## src/hdl/gsv_pkg.sv

```systemverilog
// Shared types and constants for the gamepad stick to velocity unit.
// Holds event codes, stream field widths and the divider status struct.
// No dependencies.
package gsv_pkg;

  localparam int IN_DATA_W  = 16;
  localparam int IN_USER_W  = 8;
  localparam int OUT_DATA_W = 120;
  localparam int OUT_USER_W = 1;
  localparam int CFG_IDX_W  = 3;
  localparam int CFG_DATA_W = 16;

  localparam logic [1:0] MODE_KEY   = 2'd0;
  localparam logic [1:0] MODE_AXIS  = 2'd1;
  localparam logic [1:0] MODE_DROP  = 2'd2;
  localparam logic [1:0] MODE_OTHER = 2'd3;

  localparam logic [5:0] AXIS_LX = 6'd0;
  localparam logic [5:0] AXIS_LY = 6'd1;
  localparam logic [5:0] AXIS_RX = 6'd2;
  localparam logic [5:0] AXIS_RY = 6'd5;

  localparam logic [1:0] SLOT_LX = 2'd0;
  localparam logic [1:0] SLOT_LY = 2'd1;
  localparam logic [1:0] SLOT_RX = 2'd2;
  localparam logic [1:0] SLOT_RY = 2'd3;

  localparam logic [15:0] RAW_MIN_RST = 16'd0;
  localparam logic [15:0] RAW_MAX_RST = 16'd255;

  typedef struct packed {
    logic done;
    logic sat;
  } div_stat_t;

endpackage

```

## src/hdl/gsv_sdiv.sv

```systemverilog
// Shared serial divider: rounds mag*ONE/divisor to nearest, one quotient bit a cycle.
// Flags saturation when the quotient reaches 2^FRAC_BITS.
// Depends on gsv_pkg.
module gsv_sdiv #(
  parameter int FRAC_BITS = 15,
  parameter int MW        = 17,
  parameter int DW        = 16
) (
  input  logic                   clk,
  input  logic                   rst,
  input  logic                   start,
  input  logic [MW-1:0]          mag,
  input  logic [DW-1:0]          dvs,
  output gsv_pkg::div_stat_t     stat,
  output logic [FRAC_BITS-1:0]   quo
);
  import gsv_pkg::*;

  localparam int XW = MW + FRAC_BITS + 1;
  localparam int CW = $clog2(FRAC_BITS + 1);

  localparam logic [1:0] D_IDLE = 2'd0;
  localparam logic [1:0] D_MUL  = 2'd1;
  localparam logic [1:0] D_CHK  = 2'd2;
  localparam logic [1:0] D_RUN  = 2'd3;

  logic [1:0]           state;
  logic [MW-1:0]        mag_q;
  logic [DW-1:0]        dvs_q;
  logic [XW-1:0]        x;
  logic [DW-1:0]        rem;
  logic [FRAC_BITS-1:0] dvd;
  logic [CW-1:0]        cnt;
  logic                 done;
  logic                 sat;
  logic [DW:0]          t;
  logic [DW:0]          diff;
  logic                 ge;
  logic [MW:0]          hi;

  always_comb begin
    t    = {rem, dvd[FRAC_BITS-1]};
    diff = t - {1'b0, dvs_q};
    ge   = (t >= {1'b0, dvs_q});
    hi   = x[XW-1:FRAC_BITS];
  end

  always_ff @(posedge clk) begin
    if (rst) begin
      state <= D_IDLE;
      done  <= 1'b0;
      sat   <= 1'b0;
    end else begin
      done <= 1'b0;
      unique case (state)
        D_IDLE: begin
          if (start) begin
            mag_q <= mag;
            dvs_q <= dvs;
            state <= D_MUL;
          end
        end
        D_MUL: begin
          x     <= (XW'(mag_q) << FRAC_BITS) - XW'(mag_q) + XW'(dvs_q >> 1);
          state <= D_CHK;
        end
        D_CHK: begin
          if (hi >= (MW + 1)'(dvs_q)) begin
            sat   <= 1'b1;
            done  <= 1'b1;
            state <= D_IDLE;
          end else begin
            sat   <= 1'b0;
            rem   <= x[FRAC_BITS +: DW];
            dvd   <= x[FRAC_BITS-1:0];
            cnt   <= CW'(FRAC_BITS);
            state <= D_RUN;
          end
        end
        D_RUN: begin
          rem <= ge ? diff[DW-1:0] : t[DW-1:0];
          quo <= {quo[FRAC_BITS-2:0], ge};
          dvd <= dvd << 1;
          cnt <= cnt - CW'(1);
          if (cnt == CW'(1)) begin
            done  <= 1'b1;
            state <= D_IDLE;
          end
        end
        default: state <= D_IDLE;
      endcase
    end
  end

  assign stat.done = done;
  assign stat.sat  = sat;

endmodule

```

## src/hdl/gamepad_stick_to_velocity_unit.sv

```systemverilog
// Top level of the gamepad stick to velocity unit: event sequencer, stick store, output beat.
// Depends on gsv_pkg and gsv_sdiv.
//
// Input beats carry one gamepad event: tuser = mode and axis code, tdata = raw reading.
// A stick axis event is normalised against its configured raw range, passed through a
// fixed dead zone and stored; one output beat then reports this axis, all four sticks,
// linear speed (-left Y) and angular speed (1.5 * right X). A sync-dropped event clears
// the sticks and gives a beat with every value zero and the dropped flag set. Key, hat,
// unknown-axis and other events are consumed with no output beat.
// The raw ranges are written through cfg_we/cfg_index/cfg_data, index 2k = min and
// 2k+1 = max of stick k (left X, left Y, right X, right Y). The user must write them
// only while the unit is idle; the unit itself does not enforce this. A stick event
// makes up to two passes through the shared serial divider, one quotient bit per
// cycle each. s_axis_tready is high only between events.
// The output beat sits in a register; a stalled receiver holds it, and the next event
// is still taken but waits at the end of its work until the register frees.
// Reset (rst, synchronous) clears the sticks, empties the output and restores the
// ranges to 0..255.
module gamepad_stick_to_velocity_unit #(
  parameter int FRAC_BITS = 15
) (
  input  logic                            clk,
  input  logic                            rst,
  input  logic                            s_axis_tvalid,
  output logic                            s_axis_tready,
  // [15:0] raw_value
  input  logic [gsv_pkg::IN_DATA_W-1:0]   s_axis_tdata,
  // [1:0] mode, [7:2] axis_code
  input  logic [gsv_pkg::IN_USER_W-1:0]   s_axis_tuser,
  output logic                            m_axis_tvalid,
  input  logic                            m_axis_tready,
  // [15:0] axis_value, [31:16] left_x, [47:32] left_y, [63:48] right_x,
  // [79:64] right_y, [95:80] linear_speed, [112:96] angular_speed, [119:113] zero
  output logic [gsv_pkg::OUT_DATA_W-1:0]  m_axis_tdata,
  // [0] dropped
  output logic [gsv_pkg::OUT_USER_W-1:0]  m_axis_tuser,
  input  logic                            cfg_we,
  input  logic [gsv_pkg::CFG_IDX_W-1:0]   cfg_index,
  input  logic [gsv_pkg::CFG_DATA_W-1:0]  cfg_data
);
  import gsv_pkg::*;

  localparam int ONE_I = (1 << FRAC_BITS) - 1;
  localparam int DZ_I  = (ONE_I * 8 + 50) / 100;
  localparam int MW    = (FRAC_BITS > 17) ? FRAC_BITS : 17;
  localparam int DW    = (FRAC_BITS > 16) ? FRAC_BITS : 16;
  localparam int SW    = FRAC_BITS + 1;
  localparam int AW    = SW + 2;

  localparam logic [FRAC_BITS-1:0] ONE    = FRAC_BITS'(ONE_I);
  localparam logic [FRAC_BITS-1:0] DZ     = FRAC_BITS'(DZ_I);
  localparam logic [DW-1:0]        DZ_DVS = DW'(ONE_I - DZ_I);

  localparam logic [2:0] S_IDLE  = 3'd0;
  localparam logic [2:0] S_NORM  = 3'd1;
  localparam logic [2:0] S_WAIT0 = 3'd2;
  localparam logic [2:0] S_DZ    = 3'd3;
  localparam logic [2:0] S_WAIT1 = 3'd4;
  localparam logic [2:0] S_STORE = 3'd5;
  localparam logic [2:0] S_EMIT  = 3'd6;

  logic [2:0]                  state;
  logic [15:0]                 cfg_min [4];
  logic [15:0]                 cfg_max [4];
  logic signed [SW-1:0]        stick [4];
  logic [1:0]                  slot;
  logic signed [15:0]          raw;
  logic                        neg;
  logic [FRAC_BITS-1:0]        a;
  logic [FRAC_BITS-1:0]        y;
  logic signed [SW-1:0]        axis_val;
  logic                        drop;

  logic signed [17:0]          num;
  logic signed [16:0]          den;
  logic [17:0]                 num_abs;
  logic [16:0]                 den_abs;
  logic                        start;
  logic [MW-1:0]               mag_in;
  logic [DW-1:0]               dvs_in;
  div_stat_t                   stat;
  logic [FRAC_BITS-1:0]        quo;
  logic signed [SW-1:0]        val;
  logic                        out_free;
  logic [SW-1:0]               rx_abs;
  logic [AW-1:0]               ang_mag;
  logic signed [AW-1:0]        ang;
  logic signed [SW:0]          lin;
  logic                        accept;
  logic [1:0]                  in_mode;
  logic [5:0]                  in_code;

  assign in_mode       = s_axis_tuser[1:0];
  assign in_code       = s_axis_tuser[7:2];
  assign s_axis_tready = (state == S_IDLE);
  assign accept        = s_axis_tvalid && s_axis_tready;
  assign out_free      = !m_axis_tvalid || m_axis_tready;

  always_comb begin
    num     = (18'(signed'(raw)) <<< 1) - 18'(signed'(cfg_min[slot]))
              - 18'(signed'(cfg_max[slot]));
    den     = 17'(signed'(cfg_max[slot])) - 17'(signed'(cfg_min[slot]));
    num_abs = num[17] ? 18'(-num) : 18'(num);
    den_abs = den[16] ? 17'(-den) : 17'(den);
    start   = 1'b0;
    mag_in  = MW'(num_abs[16:0]);
    dvs_in  = DW'(den_abs[15:0]);
    if (state == S_NORM) begin
      start = (den != 17'sd0);
    end else if (state == S_DZ) begin
      start  = (a >= DZ);
      mag_in = MW'(a - DZ);
      dvs_in = DZ_DVS;
    end
    val = neg ? -signed'(SW'(y)) : signed'(SW'(y));
  end

  always_comb begin
    rx_abs  = stick[SLOT_RX][SW-1] ? SW'(-stick[SLOT_RX]) : SW'(stick[SLOT_RX]);
    ang_mag = ((AW'(rx_abs) << 1) + AW'(rx_abs) + AW'(1)) >> 1;
    ang     = stick[SLOT_RX][SW-1] ? -signed'(ang_mag) : signed'(ang_mag);
    lin     = -(SW + 1)'(stick[SLOT_LY]);
  end

  gsv_sdiv #(
    .FRAC_BITS (FRAC_BITS),
    .MW        (MW),
    .DW        (DW)
  ) u_div (
    .clk   (clk),
    .rst   (rst),
    .start (start),
    .mag   (mag_in),
    .dvs   (dvs_in),
    .stat  (stat),
    .quo   (quo)
  );

  always_ff @(posedge clk) begin
    if (rst) begin
      for (int i = 0; i < 4; i++) begin
        cfg_min[i] <= RAW_MIN_RST;
        cfg_max[i] <= RAW_MAX_RST;
      end
    end else if (cfg_we) begin
      if (cfg_index[0]) begin
        cfg_max[cfg_index[2:1]] <= cfg_data;
      end else begin
        cfg_min[cfg_index[2:1]] <= cfg_data;
      end
    end
  end

  always_ff @(posedge clk) begin
    if (rst) begin
      state         <= S_IDLE;
      m_axis_tvalid <= 1'b0;
      for (int i = 0; i < 4; i++) begin
        stick[i] <= '0;
      end
    end else begin
      if (state == S_EMIT && out_free) begin
        m_axis_tvalid <= 1'b1;
      end else if (m_axis_tvalid && m_axis_tready) begin
        m_axis_tvalid <= 1'b0;
      end
      unique case (state)
        S_IDLE: begin
          if (accept) begin
            raw <= signed'(s_axis_tdata);
            if (in_mode == MODE_DROP) begin
              for (int i = 0; i < 4; i++) begin
                stick[i] <= '0;
              end
              axis_val <= '0;
              drop     <= 1'b1;
              state    <= S_EMIT;
            end else if (in_mode == MODE_AXIS) begin
              drop <= 1'b0;
              unique case (in_code)
                AXIS_LX: begin slot <= SLOT_LX; state <= S_NORM; end
                AXIS_LY: begin slot <= SLOT_LY; state <= S_NORM; end
                AXIS_RX: begin slot <= SLOT_RX; state <= S_NORM; end
                AXIS_RY: begin slot <= SLOT_RY; state <= S_NORM; end
                default: state <= S_IDLE;
              endcase
            end
          end
        end
        S_NORM: begin
          neg <= num[17] ^ den[16];
          if (den == 17'sd0) begin
            a     <= '0;
            state <= S_DZ;
          end else begin
            state <= S_WAIT0;
          end
        end
        S_WAIT0: begin
          if (stat.done) begin
            a     <= stat.sat ? ONE : quo;
            state <= S_DZ;
          end
        end
        S_DZ: begin
          if (a < DZ) begin
            y     <= '0;
            state <= S_STORE;
          end else begin
            state <= S_WAIT1;
          end
        end
        S_WAIT1: begin
          if (stat.done) begin
            y     <= quo;
            state <= S_STORE;
          end
        end
        S_STORE: begin
          stick[slot] <= val;
          axis_val    <= val;
          state       <= S_EMIT;
        end
        S_EMIT: begin
          if (out_free) begin
            state <= S_IDLE;
          end
        end
        default: state <= S_IDLE;
      endcase
    end
  end

  always_ff @(posedge clk) begin
    if (state == S_EMIT && out_free) begin
      m_axis_tdata <= {7'd0, 17'(ang), 16'(lin), 16'(stick[SLOT_RY]), 16'(stick[SLOT_RX]),
                       16'(stick[SLOT_LY]), 16'(stick[SLOT_LX]), 16'(axis_val)};
      m_axis_tuser <= drop;
    end
  end

endmodule

```

## config.mk

```make
export PLATFORM = sky130hd
export DESIGN_NAME = gamepad_stick_to_velocity_unit
export DESIGN_NICKNAME = d
export VERILOG_FILES = /design/src/hdl/gsv_pkg.sv /design/src/hdl/gsv_sdiv.sv /design/src/hdl/gamepad_stick_to_velocity_unit.sv
export SDC_FILE = /design/constraint.sdc
export NUM_CORES = 1
export LEC_CHECK = 0
export BUFFER_PORTS_ARGS = -buffer_cell sky130_fd_sc_hd__clkbuf_2
export CAP_MARGIN = 20
export CORE_UTILIZATION = 35
export CTS_CLUSTER_SIZE = 40
export DETAILED_ROUTE_END_ITERATION = 10
export GPL_ROUTABILITY_DRIVEN = 0
export MAX_ROUTING_LAYER = met4
export SETUP_SLACK_MARGIN = 0.3
export SYNTH_ARGS = -nofsm -noshare
export SYNTH_HDL_FRONTEND = slang
export SYNTH_SLANG_ARGS = --single-unit
```

## constraint.sdc

```tcl
create_clock -name clk -period 13.4 [get_ports clk]
set_input_delay 0.67 -clock clk [delete_from_list [all_inputs] [get_ports clk]]
set_output_delay 0.67 -clock clk [all_outputs]
set_load 0.005 [all_outputs]
```

; ---- Word level (Yosys, flattened, before mapping)
; Memories as Yosys holds them, arrays and structs flattened. A register that Yosys moved wholly into a read port is not among the register bits.
; Cells that the tools add are included.
[op_classes]
add_sub_neg = 16
n_mul = 0
div_mod_pow = 0
order_cmp = 4
n_eq_ne = 26
n_shift = 0
mux = 82
n_bitwise = 7
reduce_logical = 34
[op_table]
columns = operator, n
row1 = 16-bit two-way mux, 16
row2 = 15-bit two-way mux, 6
row3 = 15-bit one-hot mux with 2 select lines, 3
row4 = 17-bit two-way mux, 4
row5 = 16-bit one-hot mux with 2 select lines, 2
row6 = 16-bit negator, 3
row7 = 16-bit OR reduction, 3
row8 = 17-bit negator, 2
row9 = 33-bit by 15-bit adder with 33-bit output, 1
row10 = 32-bit by 17-bit subtractor with 33-bit output, 1
row11 = 1-bit two-way mux, 31
row12 = 3-bit one-hot mux with 7 select lines, 1
row13 = 17-bit by 16-bit adder with 18-bit output, 1
row14 = "18-bit by 1-bit adder with 18-bit output, second input constant", 1
row15 = 18-bit by 16-bit greater-or-equal comparator with 1-bit output, 1
row16 = 3-bit two-way mux, 6
row17 = 17-bit by 16-bit subtractor with 18-bit output, 1
row18 = 18-bit by 16-bit subtractor with 18-bit output, 1
row19 = 17-bit by 16-bit greater-or-equal comparator with 1-bit output, 1
row20 = 17-bit logical NOT, 1
row21 = 17-bit nonzero test, 1
row22 = 16-bit by 16-bit subtractor with 17-bit output, 1
row23 = 2-bit two-way mux, 8
row24 = 15-bit negator with 16-bit output, 1
row25 = 38 further kinds, 72
[word_totals]
regBits = 304
latchBits = 0
mem_bits_rw = 192
romBits = 0
input_bits = 48
mem_count = 3
[memory_table]
columns = name, words, word_bits, rd, rd_clocked_by_memory_dff, write_ports, line
row1 = cfg_max, 4, 16, 1, 1, 4, gamepad_stick_to_velocity_unit.sv:64  ; logic [15:0] cfg_max [4];
row2 = cfg_min, 4, 16, 1, 1, 4, gamepad_stick_to_velocity_unit.sv:63  ; logic [15:0] cfg_min [4];
row3 = stick, 4, 16, 4, 2, 4, gamepad_stick_to_velocity_unit.sv:65  ; logic signed [SW-1:0] stick [4];

; ---- Depth between registers and ports, before layout
; Gate-level depths: netlist (run 1).
[logic_depth]
depth_word = 8
depth_mapped = 17
mapped_depth_nobuf = 16

; ---- Cells and area by module
; A second synthesis (run 1) with hierarchy kept.
[hier_totals]
hier_cells = 2187
hier_area_um2 = 26352.8
[modules_own_cells]
columns = module, instances, cells_each, area_each_um2
row1 = gamepad_stick_to_velocity_unit, 1, 1590, 19678.9
row2 = gsv_sdiv, 1, 597, 6673.9

; ---- Least setup slack after synthesis (run 1)
; No wires, ideal clock.
[synth_path]
kind = register -> register
from = register state[1]
to = register m_axis_tdata[0] (netlist name) (enable)
setup_time_ps = 586
arrival_time_ps = 5684
required_ps = 12814
path_slack_ps = 7130
path_stages_with_launch = 5
n_path_buf = 2
synth_period_minus_slack_ps = 6270
cell_sequence = dfxtp_1 -> clkbuf_1 -> buf_1 -> nand3b_1 -> nor2_1
[synth_via]
elab_chain_len = 2
[synth_lines]
columns = item, line
row1 = "start, declared", gamepad_stick_to_velocity_unit.sv:62  ; logic [2:0] state;
row2 = "start signal, assigned", gamepad_stick_to_velocity_unit.sv:156  ; state <= S_IDLE;
row3 = "start signal, assigned", gamepad_stick_to_velocity_unit.sv:177  ; state <= S_EMIT;
row4 = "start signal, assigned", gamepad_stick_to_velocity_unit.sv:181  ; AXIS_LX: begin slot <= SLOT_LX; state <= S_NORM; end
row5 = 3-bit == test, gamepad_stick_to_velocity_unit.sv:235  ; if (state == S_EMIT && out_free) begin
row6 = 1-bit logical AND, gamepad_stick_to_velocity_unit.sv:235
row7 = "end signal, assigned", gamepad_stick_to_velocity_unit.sv:236  ; m_axis_tdata <= {7'd0, 17'(ang), 16'(lin), 16'(stick[SLOT_RY]), 16'(stick[SLOT_RX]),
row8 = "end, declared", gamepad_stick_to_velocity_unit.sv:34  ; output logic [gsv_pkg::OUT_DATA_W-1:0] m_axis_tdata,
; Every way passes these cells.
; A chain may end at the register's enable or synchronous reset.

==> results of run 1 <==
## power by group
part           leakage (nW)  internal [mW]  switching, mW  total [mW]
sequential             4.67           1.77         0.0222        1.80
combinational          5.76          0.250          0.366       0.616
clock                 0.868          0.859          0.632        1.49
total                  11.3           2.88           1.02        3.90
## worst max-delay path, stage by stage, from the launching register on
cell and delay (ns):
dfxtp_2 0.31, buf_4 0.51, mux4_2 0.61, inv_1 0.12, fa_1 0.45, ha_1 0.45
and3_1 0.28, a221oi_4 0.40, a2111oi_0 0.20, a211oi_1 0.56, o21ai_0 0.18, nor4b_1 0.45
a21oi_1 0.15, xnor2_1 0.19, o21ai_0 0.11
## cell type report
class / count / area, µm² / area share, %
clock buffer: 70 / 1470 / 4.90
inverter: 128 / 480 / 1.60
multi-input combinational: 1474 / 10700 / 35.6
timing repair buffer: 189 / 1060 / 3.52
clock inverter: 33 / 307 / 1.02
antenna: 1 / 2.50 / 0.00832
sequential: 497 / 14800 / 49.3
tap: 969 / 1210 / 4.03
## per-layer routing
layer,up-vias,wire [µm],GRT usage [%]
li1,8222,-,-
met3,99,2820,2.25
met2,436,29500,27.1
met1,8293,27000,20.7
met4,0,1550,4.73
met5,-,0,-
## registers in the layout (all words and copies together) (netlist names), 2 cells and up, named ones only
| register | flops |
|---|---|
| cfg_max | 64 |
| u_div.cnt | 4 |
| u_div.mag_q | 17 |
| u_div.dvs_q | 16 |
| u_div.state | 2 |
| axis_val | 16 |
| u_div.x | 33 |
| slot | 2 |
| m_axis_tdata | 112 |
| cfg_min | 64 |
| u_div.rem | 16 |
| raw | 16 |
| state | 3 |
| y | 15 |
| stick | 64 |
| u_div.dvd | 15 |
| a | 15 |
| u_div.quo | 15 |
## layout by cell type (no fill, tap or decap), types with 82 or more instances in the layout
| master | instances |
|---|---|
| o21ai_0 | 82 |
| a21oi_1 | 92 |
| xnor2_1 | 118 |
| ha_1 | 129 |
| nand2_1 | 149 |
| inv_1 | 128 |
| clkbuf_2 | 163 |
| nor2_1 | 183 |
| and2_1 | 118 |
| edfxtp_1 | 487 |
## stage by stage
step / utilization (%) / area, µm² / total power [mW]
4_1_cts: 40.3 / 30000 / 3.93
3_5_place_dp: 37.9 / 28200 / 2.44
3_3_place_gp: 37.8 / 28200 / 2.42
6_report: 40.4 / 30100 / 3.90
2_1_floorplan: - / 26300 / 2.29
5_1_grt: 40.4 / 30100 / 4.06
## logic make-up after synthesis
group                    share of synthesized area (%)
AND/OR/NAND/NOR                                   14.2
XOR/XNOR                                          5.56
AO/OA/AOI/OAI                                     9.15
flip-flops                                        56.3
other                                           0.0143
adder cells (fa/ha/maj)                           7.66
buffers and inverters                             3.23
multiplexers                                      3.88
## path summary, 6_finish.rpt
check                  startpoint               to  slack (ns)  cells after the start
hold reg to reg       axis_val[1]  m_axis_tdata[1]        0.41                      0
hold / removal    s_axis_tdata[2]           raw[2]        0.22                      1
setup reg to reg        flip-flop  u_div.mag_q[15]        8.10                     14
setup / recovery        flip-flop  u_div.mag_q[15]        8.10                     14
==> results.json, run 1 <==
{
  "netlist_area_um2": 26300,
  "drt_iter0_drc": 1313,
  "htreeDepth": 2,
  "worst_pin_slew_ns": 1.12,
  "die_y_um": 276,
  "crit_arrival_ns": 5.61,
  "clk_pin_slew_ns": 0.06,
  "dr.pass1.iters": 5,
  "synth.top_cell.area_share_pct": 55.6,
  "rows": 100,
  "hold_viol": 0,
  "ys_ff_latch": 497,
  "timing.setup.tns_ns": 0,
  "die-width_um": 276,
  "overflow": 0,
  "gr-usage-all-layers_pct": 16.3,
  "ys_seq_area_share_pct": 56.3,
  "hold_class": "primary input to flip-flop",
  "cts-resized-gates": 0,
  "drc": 0,
  "vias": 17100,
  "core_um2": 74400,
  "hold_ws_ns": 0.225,
  "synth_edf_count": 487,
  "fin_ws_ns": 8.10,
  "routed_wl_mm": 60.9,
  "rsz0062_at_grt": "no",
  "nNetsFinal": 2542,
  "post_drt_via_cell_ratio": 5.07,
  "post_cts_buffers": 0,
  "final_cells": 3361,
  "critical_path_class": "flip-flop to flip-flop",
  "setup_viol": 0,
  "synthArstFlopShare_pct": 0,
  "drv_cap": 0,
  "min_period_over_period_pct": 39.6,
  "yosysMostFrequentCell": "edfxtp_1",
  "grt_pass1_wl_mm": 95.8,
  "cts-root-buf": "clkbuf_16",
  "cts_buffer_depth": 3,
  "crit_path_start_kind": "flip-flop",
  "ir_drop_v": 0.0000951,
  "slew_violations": 0,
  "p_leak_nw": 11.3,
  "area_growth_pct": 14.3,
  "status": "completed",
  "antenna_found_initial": 2,
  "netlist_instances": 2173,
  "drive_gt1_share_pct": 14.8,
  "synth.avg_cell_area_um2": 12.1,
  "clock_sinks": 497,
  "wl_per_cell_um": 18.1,
  "cp_max_fo": 32,
  "synth_common_cells": "487 x edfxtp_1, 184 x nor2_1, 149 x nand2_1, 129 x ha_1, 128 x inv_1",
  "die_area_um2": 76300,
  "portBuffers": 163,
  "synthTopCellsByArea": "edfxtp_1 56%, ha_1 6.1%, xnor2_1 3.9%",
  "end_kind": "flip-flop",
  "post-place-ws_ns": 8.12,
  "postCtsHoldBufs": 0,
  "ys.flop_type": "edfxtp_1",
  "nFillCells": 6946,
  "insertion_delay_ns": 0.62,
  "dp_cells": 3252,
  "grt_pass1_vias": 17000,
  "min_period_ns": 5.30,
  "numCtsBuffers": 55,
  "relSlewSlack_pct": 25.6,
  "cts_tree": "done",
  "io-pin-count": 171,
  "yosysWarnings": 0,
  "hpwl_mm": 44.6,
  "ys_types": 92,
  "final_antenna_net_count": 0,
  "yosysTopAreaCell": "edfxtp_1",
  "grt_start_max_net_pins": 72,
  "p_per_area_nw_per_um2": 130,
  "initial_utilization_pct": 35.3,
  "fmax_mhz": 189,
  "cp.required_ns": 13.71,
  "final.setup_skew_ns": 0.0232
}
Power figures use the tool's default switching activity.
==> run 2: changes to the inputs <==
- clock period: 13.4 -> 5.1 ns (I/O delays scaled with it)
==> run 2 against run 1 <==
Die area stayed put. Sequential power grew to 2.6 times the previous value. Total power grew to 2.6 times the previous value. Core utilization is 0.48 points higher. Wire length is 0.58% lower. Via count is 0.43% higher. Sequential cell count stayed put. Clock skew is 0.019 ns higher. Critical path depth stayed put. Register-to-register slack worse by 7.6 ns. Sequential share of layout area is 0.58 points lower. Largest cell class unchanged.
==> results.json, run 2 (synthesized netlist as in run 1, its figures left out) <==
{
  "status": "completed",
  "cts_tree": "done",
  "grt_pass1_wl_mm": 96.1,
  "antenna_found_initial": 1,
  "die-width_um": 276,
  "post-place-ws_ns": 0.387,
  "wl_per_cell_um": 17.9,
  "nNetsFinal": 2572,
  "end_kind": "flip-flop",
  "fin_util_pct": 40.9,
  "largest_register_ff_count": 112,
  "finalInstanceArea_um2": 30400,
  "initial_utilization_pct": 35.3,
  "top_register": "m_axis_tdata",
  "hold_start": "cfg_data[13]",
  "area_growth_pct": 15.6,
  "grt_start_max_net_pins": 114,
  "final_cells": 3388,
  "crit_arrival_ns": 4.89,
  "rows": 100,
  "grt_pass1_vias": 17300,
  "ff2ff_path_depth": 14,
  "p_leak_nw": 11.4,
  "rsz0062_at_grt": "no",
  "hold_depth": 2,
  "vias": 17100,
  "hpwl_mm": 44.7,
  "core_um2": 74400,
  "fin_ws_ns": 0.531,
  "portBuffers": 163,
  "drt_iter0_drc": 1106,
  "dp_cells": 3258,
  "final_cell_mix": "487 x edfxtp_1, 183 x nor2_1, 163 x clkbuf_2",
  "fmax_mhz": 219,
  "final_antenna_net_count": 0,
  "relSlewSlack_pct": 29.1,
  "die_area_um2": 76300,
  "hold_viol": 0,
  "cts-root-buf": "clkbuf_16",
  "crit_path_start_kind": "flip-flop",
  "dr.pass1.iters": 5,
  "htreeDepth": 2,
  "worst_pin_slew_ns": 1.06,
  "timing.setup.tns_ns": 0,
  "drive_gt1_share_pct": 15.1,
  "rrSetupSlack_ns": 0.53,
  "ir_drop_v": 0.000259,
  "cts_buffer_depth": 3,
  "clock_sinks": 497,
  "post_drt_via_cell_ratio": 5.05,
  "hold_ws_ns": 0.0256,
  "final_common_cell": "edfxtp_1",
  "place_area_um2": 28300,
  "gr-usage-all-layers_pct": 16.2,
  "die_y_um": 276,
  "p_per_area_nw_per_um2": 338,
  "p_total_mw": 10.3,
  "setup_viol": 0,
  "drv_cap": 0,
  "nFillCells": 6922,
  "insertion_delay_ns": 0.64,
  "critical_path_class": "flip-flop to flip-flop",
  "numCtsBuffers": 55,
  "cp.required_ns": 5.42,
  "min_period_over_period_pct": 89.6,
  "hold_class": "primary input to flip-flop",
  "drc": 0,
  "min_period_ns": 4.57,
  "io-pin-count": 171,
  "cp_max_fo": 33,
  "slew_violations": 0,
  "routed_wl_mm": 60.5,
  "clk_pin_slew_ns": 0.06,
  "final.setup_skew_ns": 0.0420,
  "r2r_end": "u_div.dvs_q[7]",
  "min_to": "cfg_max[3][13]",
  "overflow": 0
}
run 2: cell types whose count changed in the layout (fill, tap and decap cells not counted), sizes merged:
cell / before / now
dlygate4sd3: 0 / 25
buf: 26 / 30
inv: 133 / 130
clkinv: 21 / 23
clkbuf: 233 / 232
run 2: routing by layer:
| metal | up-vias | part of all wire, % | track usage [%] | routed length [µm] |
|---|---|---|---|---|
| li1 | 8288 | - | - | - |
| met1 | 8365 | 44 | 20.5 | 26500 |
| met3 | 90 | 4.5 | 2.09 | 2710 |
| met4 | 0 | 2.1 | 4.27 | 1300 |
| met5 | - | 0 | - | 0 |
| met2 | 381 | 50 | 27.3 | 30100 |
run 2: where the power goes:
group | total (mW) | switching [mW] | internal, mW
Combinational | 1.65 | 0.965 | 0.689
Sequential | 4.72 | 0.0558 | 4.66
Clock | 3.92 | 1.67 | 2.24
run 2: repair_timing:
action,in CTS,in global routing
gates resized for setup,0,6
hold endpoints to repair,68,0
hold buffers,25,0
buffers inserted,0,1
endpoints found under the setup margin,0,64
run 2: critical path, cell delays in order (launching register included):
cell and delay [ns]:
dfxtp_2 0.40, buf_12 0.20, mux4_2 0.52, inv_1 0.14
ha_1 0.32, or4_1 0.53, a211o_1 0.30, a31oi_2 0.19
a21oi_2 0.12, o21a_1 0.21, o311a_1 0.35, a211oi_4 0.36
nand4b_4 0.17, and2_1 0.20, buf_4 0.25
run 2: area by class of cell:
| cell class | instances | area [µm²] | area share (%) |
|---|---|---|---|
| antenna | 1 | 2.50 | 0.00822 |
| clock buffer | 68 | 1460 | 4.78 |
| clock inverter | 32 | 338 | 1.11 |
| inverter | 128 | 480 | 1.58 |
| multi-input combinational | 1474 | 10800 | 35.4 |
| sequential | 497 | 14800 | 48.7 |
| tap | 969 | 1210 | 3.98 |
| timing repair buffer | 219 | 1350 | 4.45 |
run 2: worst max-delay path by stage:
stage | to | start | slack [ns] | cells after the start
floorplan | u_div.dvs_q[0] | flip-flop | 0.43 | 14
global placement | u_div.mag_q[1] | flip-flop | 0.42 | 14
detailed placement | u_div.mag_q[5] | flip-flop | 0.39 | 15
CTS | u_div.mag_q[5] | flip-flop | 0.38 | 15
global route | u_div.mag_q[13] | flip-flop | 0.31 | 14
finish | u_div.dvs_q[7] | flip-flop | 0.53 | 14
